<file path="src/sv/ali_pkg.sv">
package ali_pkg;

	// Fixed field widths and default capacity
	localparam int POS_W = 9;
	localparam int VAL_W = 16;
	localparam int CNT_OUT_W = 9;
	localparam int CAPACITY_DEF = 256;

	// Operation codes
	typedef enum logic [2:0] {
		OP_INS_FRONT = 3'd0,
		OP_INS_BACK  = 3'd1,
		OP_INS_AT    = 3'd2,
		OP_REM_FRONT = 3'd3,
		OP_REM_BACK  = 3'd4,
		OP_REM_AT    = 3'd5,
		OP_READ      = 3'd6
	} op_t;

	// Result status codes
	typedef enum logic [1:0] {
		ST_OK     = 2'd0,
		ST_FULL   = 2'd1,
		ST_EMPTY  = 2'd2,
		ST_BADPOS = 2'd3
	} status_t;

	// Class of work an accepted transaction needs
	typedef enum logic [1:0] {
		K_NONE = 2'd0,
		K_INS  = 2'd1,
		K_REM  = 2'd2,
		K_RD   = 2'd3
	} kind_t;

	typedef struct packed {
		logic [2:0]       op;
		logic [POS_W-1:0] position;
		logic [VAL_W-1:0] value;
	} req_t;

	typedef struct packed {
		logic [VAL_W-1:0]     data_out;
		logic [1:0]           status;
		logic [CNT_OUT_W-1:0] count;
	} rsp_t;

	// Controller to datapath
	typedef struct packed {
		logic cap;       // capture request, start work
		logic rd_shift;  // read next neighbor, advance pointer
		logic wr_shift;  // write back the neighbor read last cycle
		logic latch;     // hold the removed value
		logic fin;       // update count, load result
		logic ld_now;    // load result straight from decode
		logic ld_rd;     // load result with read data
	} ctl_cmd_t;

	// Datapath to controller
	typedef struct packed {
		kind_t   kind;
		status_t code;
		logic    more;   // entries left to move
	} dp_stat_t;

endpackage

</file>
<file path="src/sv/ali_stream_if.sv">
interface ali_stream_if #(
	parameter type payload_t = logic
);
	logic     valid;
	logic     ready;
	payload_t data;

	modport source (output valid, output data, input ready);
	modport sink (input valid, input data, output ready);
endinterface

</file>
<file path="src/sv/array_list_insert_remove_top.sv">
// Rejected or unknown ops: result registered the cycle after acceptance. Read: via S_RD_GET.
// Insert at p shifts entries p..n-1 up from the back, then writes p; remove at p shifts later ones down.
// The list memory (one read, one write port) moves one entry a cycle, so shifts set latency.
// One transaction in flight; the next is taken once its result is registered and the slot is free or read.
// Reset clears the entry count and control; list memory contents are kept.
module array_list_insert_remove_top import ali_pkg::*; #(
	parameter int CAPACITY = CAPACITY_DEF
) (
	input logic        clk,
	input logic        arst_n,
	ali_stream_if.sink   req,
	ali_stream_if.source rsp
);
	localparam int AW = $clog2(CAPACITY);

	ctl_cmd_t         cmd;
	dp_stat_t         stat;
	logic             ram_we;
	logic [AW-1:0]    ram_waddr, ram_raddr;
	logic [VAL_W-1:0] ram_wdata, ram_rdata;
	logic             ready, valid;
	rsp_t             rsp_data;
	req_t             req_data;

	assign req_data = req.data;
	assign req.ready = ready;
	assign rsp.valid = valid;
	assign rsp.data = rsp_data;

	ali_ctrl u_ctrl (
		.clk       (clk),
		.arst_n    (arst_n),
		.req_valid (req.valid),
		.req_ready (ready),
		.rsp_valid (valid),
		.rsp_ready (rsp.ready),
		.stat      (stat),
		.cmd       (cmd)
	);

	ali_datapath #(.CAPACITY(CAPACITY)) u_datapath (
		.clk       (clk),
		.arst_n    (arst_n),
		.req_data  (req_data),
		.rsp_data  (rsp_data),
		.cmd       (cmd),
		.stat      (stat),
		.ram_we    (ram_we),
		.ram_waddr (ram_waddr),
		.ram_wdata (ram_wdata),
		.ram_raddr (ram_raddr),
		.ram_rdata (ram_rdata)
	);

	ali_ram #(.WIDTH(VAL_W), .DEPTH(CAPACITY)) u_ram (
		.clk   (clk),
		.we    (ram_we),
		.waddr (ram_waddr),
		.wdata (ram_wdata),
		.raddr (ram_raddr),
		.rdata (ram_rdata)
	);
endmodule

</file>
<file path="src/sv/ali_ram.sv">
module ali_ram #(
	parameter int WIDTH = 16,
	parameter int DEPTH = 256
) (
	input  logic                     clk,
	input  logic                     we,
	input  logic [$clog2(DEPTH)-1:0] waddr,
	input  logic [WIDTH-1:0]         wdata,
	input  logic [$clog2(DEPTH)-1:0] raddr,
	output logic [WIDTH-1:0]         rdata
);
	logic [WIDTH-1:0] mem [DEPTH];

	// One write port, one registered read port
	always_ff @(posedge clk) begin
		if (we) begin
			mem[waddr] <= wdata;
		end
		rdata <= mem[raddr];
	end
endmodule

</file>
<file path="src/sv/ali_ctrl.sv">
module ali_ctrl import ali_pkg::*; (
	input  logic     clk,
	input  logic     arst_n,
	input  logic     req_valid,
	output logic     req_ready,
	output logic     rsp_valid,
	input  logic     rsp_ready,
	input  dp_stat_t stat,
	output ctl_cmd_t cmd
);
	typedef enum logic [1:0] {
		S_IDLE,
		S_SHIFT,
		S_REM_GET,
		S_RD_GET
	} state_t;

	state_t state_q, state_d;
	logic   wpend_q, wpend_d;
	logic   rsp_valid_q, rsp_valid_d;
	logic   acc;

	assign req_ready = (state_q == S_IDLE) && (!rsp_valid_q || rsp_ready);
	assign acc = req_valid && req_ready;
	assign rsp_valid = rsp_valid_q;

	// Next state and commands
	always_comb begin
		cmd = '0;
		state_d = state_q;
		wpend_d = wpend_q;
		unique case (state_q)
			S_IDLE: begin
				if (acc) begin
					if (stat.code != ST_OK || stat.kind == K_NONE) begin
						cmd.ld_now = 1'b1;
					end else begin
						cmd.cap = 1'b1;
						wpend_d = 1'b0;
						unique case (stat.kind)
							K_INS: state_d = S_SHIFT;
							K_REM: state_d = S_REM_GET;
							K_RD: state_d = S_RD_GET;
							default: state_d = S_IDLE;
						endcase
					end
				end
			end
			S_REM_GET: begin
				cmd.latch = 1'b1;
				cmd.rd_shift = stat.more;
				wpend_d = stat.more;
				state_d = S_SHIFT;
			end
			S_SHIFT: begin
				// read of one entry overlaps the write of the one before
				cmd.wr_shift = wpend_q;
				cmd.rd_shift = stat.more;
				wpend_d = stat.more;
				if (!stat.more && !wpend_q) begin
					cmd.fin = 1'b1;
					state_d = S_IDLE;
				end
			end
			S_RD_GET: begin
				cmd.ld_rd = 1'b1;
				state_d = S_IDLE;
			end
			default: state_d = S_IDLE;
		endcase
	end

	// Result slot: filled on completion, emptied on transaction out
	always_comb begin
		if (cmd.ld_now || cmd.fin || cmd.ld_rd) begin
			rsp_valid_d = 1'b1;
		end else if (rsp_ready) begin
			rsp_valid_d = 1'b0;
		end else begin
			rsp_valid_d = rsp_valid_q;
		end
	end

	always_ff @(posedge clk or negedge arst_n) begin
		if (!arst_n) begin
			state_q <= S_IDLE;
			wpend_q <= 1'b0;
			rsp_valid_q <= 1'b0;
		end else begin
			state_q <= state_d;
			wpend_q <= wpend_d;
			rsp_valid_q <= rsp_valid_d;
		end
	end
endmodule

</file>
<file path="src/sv/ali_datapath.sv">
module ali_datapath import ali_pkg::*; #(
	parameter int CAPACITY = CAPACITY_DEF
) (
	input  logic                        clk,
	input  logic                        arst_n,
	input  req_t                        req_data,
	output rsp_t                        rsp_data,
	input  ctl_cmd_t                    cmd,
	output dp_stat_t                    stat,
	output logic                        ram_we,
	output logic [$clog2(CAPACITY)-1:0] ram_waddr,
	output logic [VAL_W-1:0]            ram_wdata,
	output logic [$clog2(CAPACITY)-1:0] ram_raddr,
	input  logic [VAL_W-1:0]            ram_rdata
);
	localparam int AW = $clog2(CAPACITY);
	localparam int CW = $clog2(CAPACITY + 1);
	localparam int PW = (CW > POS_W) ? CW : POS_W;

	logic [CW-1:0]    count_q, count_nxt, count_m1;
	logic             ins_q;
	logic [AW-1:0]    at_q, ptr_q, waddr_q, at_c, shift_addr;
	logic [VAL_W-1:0] val_q, data_q;
	rsp_t             rsp_q;
	logic [PW-1:0]    pos_x, cnt_x;
	logic             full, empty;
	kind_t            kind_c;
	status_t          code_c;
	logic [CW+CNT_OUT_W-1:0] cnt_cur_x, cnt_nxt_x;

	assign pos_x = PW'(req_data.position);
	assign cnt_x = PW'(count_q);
	assign full = (count_q == CW'(CAPACITY));
	assign empty = (count_q == '0);
	assign count_m1 = count_q - CW'(1);

	// Decode: checks and effective position
	always_comb begin
		kind_c = K_NONE;
		code_c = ST_OK;
		at_c = '0;
		unique case (req_data.op)
			OP_INS_FRONT: begin
				kind_c = K_INS;
				if (full) code_c = ST_FULL;
			end
			OP_INS_BACK: begin
				kind_c = K_INS;
				at_c = count_q[AW-1:0];
				if (full) code_c = ST_FULL;
			end
			OP_INS_AT: begin
				kind_c = K_INS;
				at_c = pos_x[AW-1:0];
				if (full) code_c = ST_FULL;
				else if (pos_x > cnt_x) code_c = ST_BADPOS;
			end
			OP_REM_FRONT: begin
				kind_c = K_REM;
				if (empty) code_c = ST_EMPTY;
			end
			OP_REM_BACK: begin
				kind_c = K_REM;
				at_c = count_m1[AW-1:0];
				if (empty) code_c = ST_EMPTY;
			end
			OP_REM_AT: begin
				kind_c = K_REM;
				at_c = pos_x[AW-1:0];
				if (empty) code_c = ST_EMPTY;
				else if (pos_x >= cnt_x) code_c = ST_BADPOS;
			end
			OP_READ: begin
				kind_c = K_RD;
				at_c = pos_x[AW-1:0];
				if (empty) code_c = ST_EMPTY;
				else if (pos_x >= cnt_x) code_c = ST_BADPOS;
			end
			default: kind_c = K_NONE;
		endcase
	end

	// Shift walk: insert goes down toward the gap, remove goes up
	assign shift_addr = ins_q ? (ptr_q - AW'(1)) : (ptr_q + AW'(1));
	assign stat.kind = kind_c;
	assign stat.code = code_c;
	assign stat.more = ins_q ? (ptr_q > at_q) : ((CW'(ptr_q) + CW'(1)) < count_q);

	// Memory port
	assign ram_raddr = cmd.rd_shift ? shift_addr : at_c;
	assign ram_we = cmd.wr_shift || (cmd.fin && ins_q);
	assign ram_waddr = cmd.wr_shift ? waddr_q : at_q;
	assign ram_wdata = cmd.wr_shift ? ram_rdata : val_q;

	assign count_nxt = ins_q ? (count_q + CW'(1)) : count_m1;
	assign cnt_cur_x = {{CNT_OUT_W{1'b0}}, count_q};
	assign cnt_nxt_x = {{CNT_OUT_W{1'b0}}, count_nxt};

	always_ff @(posedge clk or negedge arst_n) begin
		if (!arst_n) begin
			count_q <= '0;
		end else if (cmd.fin) begin
			count_q <= count_nxt;
		end
	end

	// Work registers
	always_ff @(posedge clk) begin
		if (cmd.cap) begin
			ins_q <= (kind_c == K_INS);
			at_q <= at_c;
			ptr_q <= (kind_c == K_INS) ? count_q[AW-1:0] : at_c;
			val_q <= req_data.value;
		end else if (cmd.rd_shift) begin
			waddr_q <= ptr_q;
			ptr_q <= shift_addr;
		end
		if (cmd.latch) begin
			data_q <= ram_rdata;
		end
	end

	// Result register
	always_ff @(posedge clk) begin
		if (cmd.ld_now) begin
			rsp_q.data_out <= '0;
			rsp_q.status <= code_c;
			rsp_q.count <= cnt_cur_x[CNT_OUT_W-1:0];
		end else if (cmd.ld_rd) begin
			rsp_q.data_out <= ram_rdata;
			rsp_q.status <= ST_OK;
			rsp_q.count <= cnt_cur_x[CNT_OUT_W-1:0];
		end else if (cmd.fin) begin
			rsp_q.data_out <= ins_q ? '0 : data_q;
			rsp_q.status <= ST_OK;
			rsp_q.count <= cnt_nxt_x[CNT_OUT_W-1:0];
		end
	end

	assign rsp_data = rsp_q;
endmodule

</file>
<file path="src/flat_wrapper.sv">
// flat-port wrapper written by rule: the top's interface ports become plain ports
module array_list_insert_remove_top_flat import ali_pkg::*;
#(
	parameter int CAPACITY = CAPACITY_DEF
)
  (clk, arst_n, req_valid, req_data, req_ready, rsp_valid, rsp_data, rsp_ready);
  ali_stream_if req_i ();
  ali_stream_if rsp_i ();
  input logic clk;
  input logic arst_n;
  input wire logic [$bits(req_i.valid)-1:0] req_valid;
  input wire logic [$bits(req_i.data)-1:0] req_data;
  output wire logic [$bits(req_i.ready)-1:0] req_ready;
  output wire logic [$bits(rsp_i.valid)-1:0] rsp_valid;
  output wire logic [$bits(rsp_i.data)-1:0] rsp_data;
  input wire logic [$bits(rsp_i.ready)-1:0] rsp_ready;
  assign req_i.valid = req_valid;
  assign req_i.data = req_data;
  assign req_ready = req_i.ready;
  assign rsp_valid = rsp_i.valid;
  assign rsp_data = rsp_i.data;
  assign rsp_i.ready = rsp_ready;
  array_list_insert_remove_top #(.CAPACITY(CAPACITY)) u_core (.clk(clk), .arst_n(arst_n), .req(req_i), .rsp(rsp_i));
endmodule
</file>
<file path="config.mk">
export PLATFORM = sky130hd
export DESIGN_NAME = array_list_insert_remove_top_flat
export DESIGN_NICKNAME = d
export VERILOG_FILES = /design/src/sv/ali_pkg.sv /design/src/sv/ali_stream_if.sv /design/src/sv/array_list_insert_remove_top.sv /design/src/sv/ali_ram.sv /design/src/sv/ali_ctrl.sv /design/src/sv/ali_datapath.sv /design/src/flat_wrapper.sv
export SDC_FILE = /design/constraint.sdc
export NUM_CORES = 1
export LEC_CHECK = 0
export ABC_AREA = 1
export BUFFER_PORTS_ARGS = -buffer_cell sky130_fd_sc_hd__clkbuf_2
export CORE_MARGIN = 3
export CORE_UTILIZATION = 55
export CTS_BUF_LIST = sky130_fd_sc_hd__clkbuf_4
export DETAILED_ROUTE_END_ITERATION = 6
export GPL_TIMING_DRIVEN = 1
export PLACE_DENSITY = 0.73
export SYNTH_ARGS = -nofsm -noshare
export SYNTH_HDL_FRONTEND = slang
export SYNTH_SLANG_ARGS = --single-unit
</file>
<file path="constraint.sdc">
create_clock -name clk -period 2.4 [get_ports clk]
set_input_delay 0.12 -clock clk [delete_from_list [all_inputs] [get_ports clk]]
set_output_delay 0.12 -clock clk [all_outputs]
set_load 0.01 [all_outputs]
</file>
==> flow_results.org <==
** Outcome
- The flow ran to the end, and the final reports show no timing, DRC or antenna violations.

** Route
- Dividing the detail-routed wire length by the instance count gives 12.2 µm.
- Detailed Route WL :: 2460 µm
- The detail route stage leaves a number of antenna-violating nets equal to 0.
- The detailed router placed 1044 vias in this run.
- For this run, design rule violations remaining after detail routing come to 0.
- After the first detailed-routing iteration, the DRC count stood at 50.
- Vias per Instance :: 5.19
- The first detailed-routing pass ran for 4 iterations.

** Yosys
- dfrtp_1 takes more of the synthesized area than any other cell.
- For this run, the register share of the synthesized area comes to 0.430.
- In this run, synthesis inferred 9 flip-flops with an integrated enable.
- For this run, asynchronously set or reset flops after synthesis account for 0.571.
- Sorting the synthesized cells by how often they occur yields nand2_1 (51), inv_1 (17), nand3_1 (14), dfrtp_1 (12), nand4_1 (12).
- Gate count of the mapped netlist :: 164
- In the post-synthesis netlist, the biggest area contributors are dfrtp_1 (23%), edfxtp_1 (20%), nand2_1 (14%), nand4_1 (5.7%), nand3_1 (5.3%).
- Synthesized cell area :: 1330 µm²
- In the synthesized netlist the dominant register cell turns out to be dfrtp_1.
- The synthesized netlist contains 23 unique library cells.
- Among all cell types in the netlist, the one instantiated most often is nand2_1.
- Dividing the synthesized area by the synthesized cell count gives 8.09 µm².
- During synthesis, Yosys emitted a total of 0 warnings.
- Post-synth net total :: 173
- Share of the synthesized area in the top cell type :: 0.226
- Synth Register Bits :: 21

** Die
- Chip width :: 55.1 µm
- Placeable core region :: 2250 µm²
- The initial utilization of the core area, before any placement, comes to 0.588.
- The floorplan step defined a die boundary enclosing 3040 µm².
- Top-level port count :: 8
- Chip height :: 55.1 µm
- Core Rows :: 17

** Power and ir drop
- Power after layout :: 0.00128 W
- In this run the power density over the cells is 910 nW/µm².
- Worst supply voltage drop on vdd :: 0.645 mV
- Summed over all cells, the static leakage comes to 0.680 nW.

** Setup path
- Counting both buffers and inverters, the worst setup path holds a total of 1.
- CP required :: 2.40 ns
- Critical path peak fanout :: 18
- Following the worst setup path forward leads to its endpoint at u_core.u_datapath.ptr_q[4].
- Worst setup slack for register-to-register paths :: 0.54 ns
- Count of cell instances traversed by the critical path :: 7
- Largest stage delay on the critical path :: 0.45 ns
- Critical Path Start :: u_core.u_datapath.cnt_x[0]
- STA classifies the critical path endpoint as a flip-flop.
- The worst register-to-register path ends at u_core.u_datapath.ptr_q[4].
- On the critical path, the stage with the largest delay is an instance of dfrtp_1.
- Walking the worst path, the cells encountered are inv_1 > ha_1 > nand2_1 > nor2_2 > nand2_2 > nand2_4 > nand2_1.
- Critical path class :: reg2reg
- Counting stages on the worst path, the most repeated cell is nand2_1.
- Grouping stages by cell kind, the critical path spends the most delay in simple AND/OR/NAND/NOR gates.
- Depth of the most critical reg-to-reg path :: 7
- The worst register-to-register path begins at u_core.u_datapath.cnt_x[0].
- STA puts the critical path data arrival time at 1.86 ns.
- STA classifies the critical path startpoint as a flip-flop.

** Global route
- Vias in the first global route :: 990
- The first global-routing pass estimated 4090 µm of wire.
- In the global route stage, overall resource usage came out at 0.189.
- For this run, global-route usage on met3 was measured as 0.0241.
- Entering global routing, the biggest net connects 19 pins.
- Met1 Usage GRT :: 0.227
- Met2 demand-to-capacity share in global routing :: 0.343
- The total overflow left after global routing is 0.
- GRT Max-Usage Layer :: met2
- The initial antenna violation count came to 0.

** Final layout
- 0 antenna diodes ended up in the layout.
- Synthesis-to-finish area growth :: 5.76%
- In the final layout, the share of cells above drive strength 1 is 0.197.
- Counting the fill cells in the layout gives 208.
- Layout Utilization :: 0.622
- The final layout contains 183 nets.

** Timing
- Hold violation count in the final report :: 0
- Worst clock skew :: 0.00204 ns
- For the pin with the worst max-slew slack, the measured transition is 0.317 ns.
- Setup repair after global routing missed its margin :: false
- In this run the tightest slew margin relative to its limit is 0.788.
- After layout, the worst setup slack is 0.542 ns.
- Highest Clock Rate :: 538 MHz
- Slew Limit Fails :: 0
- For the final routed database, the setup TNS stands at 0 ns.
- Setup violations remaining at the end of the flow were counted as 0.
- Dividing the final minimum period by the clock period gives 0.774.
- Minimum period implied by the final worst setup slack :: 1.86 ns

** Placed design
- Post-detailed-placement half-perimeter wirelength :: 1930 µm
- Input/output buffers :: 6
- DP Worst Slack :: 0.536 ns
- At the end of routability-driven placement, the weighted congestion stood at 0.853.

** Clocking
- Number of clock sinks seen by CTS :: 21
- Once the clock tree was built, the resizer swapped 0 gates to a different size.
- Setup fix buffers added after clock tree synthesis :: 0
- Quantity of hold-fixing buffers added after cts :: 1
- Insertion delay of the later-clocked pin in the worst-skew pair :: 0.29 ns
- Max clock buf depth :: 2
- CTS built an H-tree with a depth of 1.
- Clock slew at reported path FFs :: 0.11 ns
- Buffers inserted during clock tree synthesis total 3.
- TritonCTS built the clock tree.
- CTS placed an instance of clkbuf_4 at the clock tree root.

** Flow run
- The tool flagged a number of max-cap violations equal to 0.

** Hold path
- The worst hold path was traced through 4 stages.
- In this run the worst hold path is classified as in2reg.
==> report_power, final <==
| group | internal, W | switching [W] |
|---|---|---|
| clock network | 0.0000760 | 0.000102 |
| logic | 0.000181 | 0.000322 |
| registers | 0.000514 | 0.0000821 |
| total | 0.000771 | 0.000506 |
==> cell families after synthesis <==
| group | count (synthesis) | synth area share |
|---|---|---|
| XOR/XNOR | 4 | 0.0264 |
| AND/OR/NAND/NOR | 99 | 0.361 |
| buffers and inverters | 26 | 0.0924 |
| flip-flops | 21 | 0.430 |
| adder cells (fa/ha/maj) | 4 | 0.0377 |
| AO/OA/AOI/OAI | 10 | 0.0519 |
==> worst min-delay path by stage <==
stage,end,startpoint
CTS,u_core.u_ctrl.rsp_valid,rsp_ready
finish,u_core.u_ctrl.rsp_valid,rsp_ready
global route,u_core.u_ctrl.rsp_valid,rsp_ready
detailed placement,u_core.u_ctrl.rsp_valid,arst_n
global placement,u_core.u_ctrl.rsp_valid,arst_n
floorplan,u_core.u_ctrl.rsp_valid,arst_n
==> placed cells by master (no fill, tap or decap), types with 2 or more instances in the layout <==
cell type and n:
clkbuf_2 6, o21ai_2 5, ha_1 4, inv_1 17, nand3_2 2, clkbuf_4 4, dfrtp_1 12, nor2_1 8
nand2_1 51, nor2_2 2, nor2_4 3, nand2_2 4, xor2_1 4, nand3_1 14, inv_2 6, edfxtp_1 9
o21ai_0 3, nand4_1 12, nor3_1 2
==> flip-flops by register name, indices dropped and copies added (netlist names) <==
| register | cells |
|---|---|
| u_core.u_datapath.ptr_q | 8 |
| u_core.u_ctrl.state_q | 1 |
| u_core.u_ctrl.rsp_valid | 1 |
| u_core.u_datapath.cnt_x | 9 |
| u_core.u_ctrl.wpend_q | 1 |
| u_core.u_datapath.rsp_data | 1 |
==> per-stage QoR <==
stage               hold slack (ns)  cells  area [µm²]
floorplan                    -0.176    164        1330
global placement             0.0206    196        1360
detailed placement           0.0229    196        1360
CTS                          0.0994    201        1400
global route                  0.183    201        1400
finish                        0.105    201        1400
==> final cells by class <==
type	count	area, µm²	share of cell area
multi-input combinational	117	633	0.451
sequential	21	571	0.407
inverter	23	86.3	0.0616
timing repair buffer	8	47.5	0.0339
tap	28	35.0	0.0250
clock buffer	4	30.0	0.0214
==> layer usage <==
layer / vias to the layer above / part of all wire
li1: 551 / -
met1: 474 / 0.47
met2: 15 / 0.50
met3: 4 / 0.017
met4: 0 / 0.011
met5: - / 0
==> worst register-to-register path: cells and delay by family, from the launching register on <==
family	cells	cell delay, ns
AND/OR/NAND/NOR	5	0.76
flip-flops	1	0.45
buffers and inverters	1	0.18
adder cells (fa/ha/maj)	1	0.18
Power figures use the tool's default switching activity.
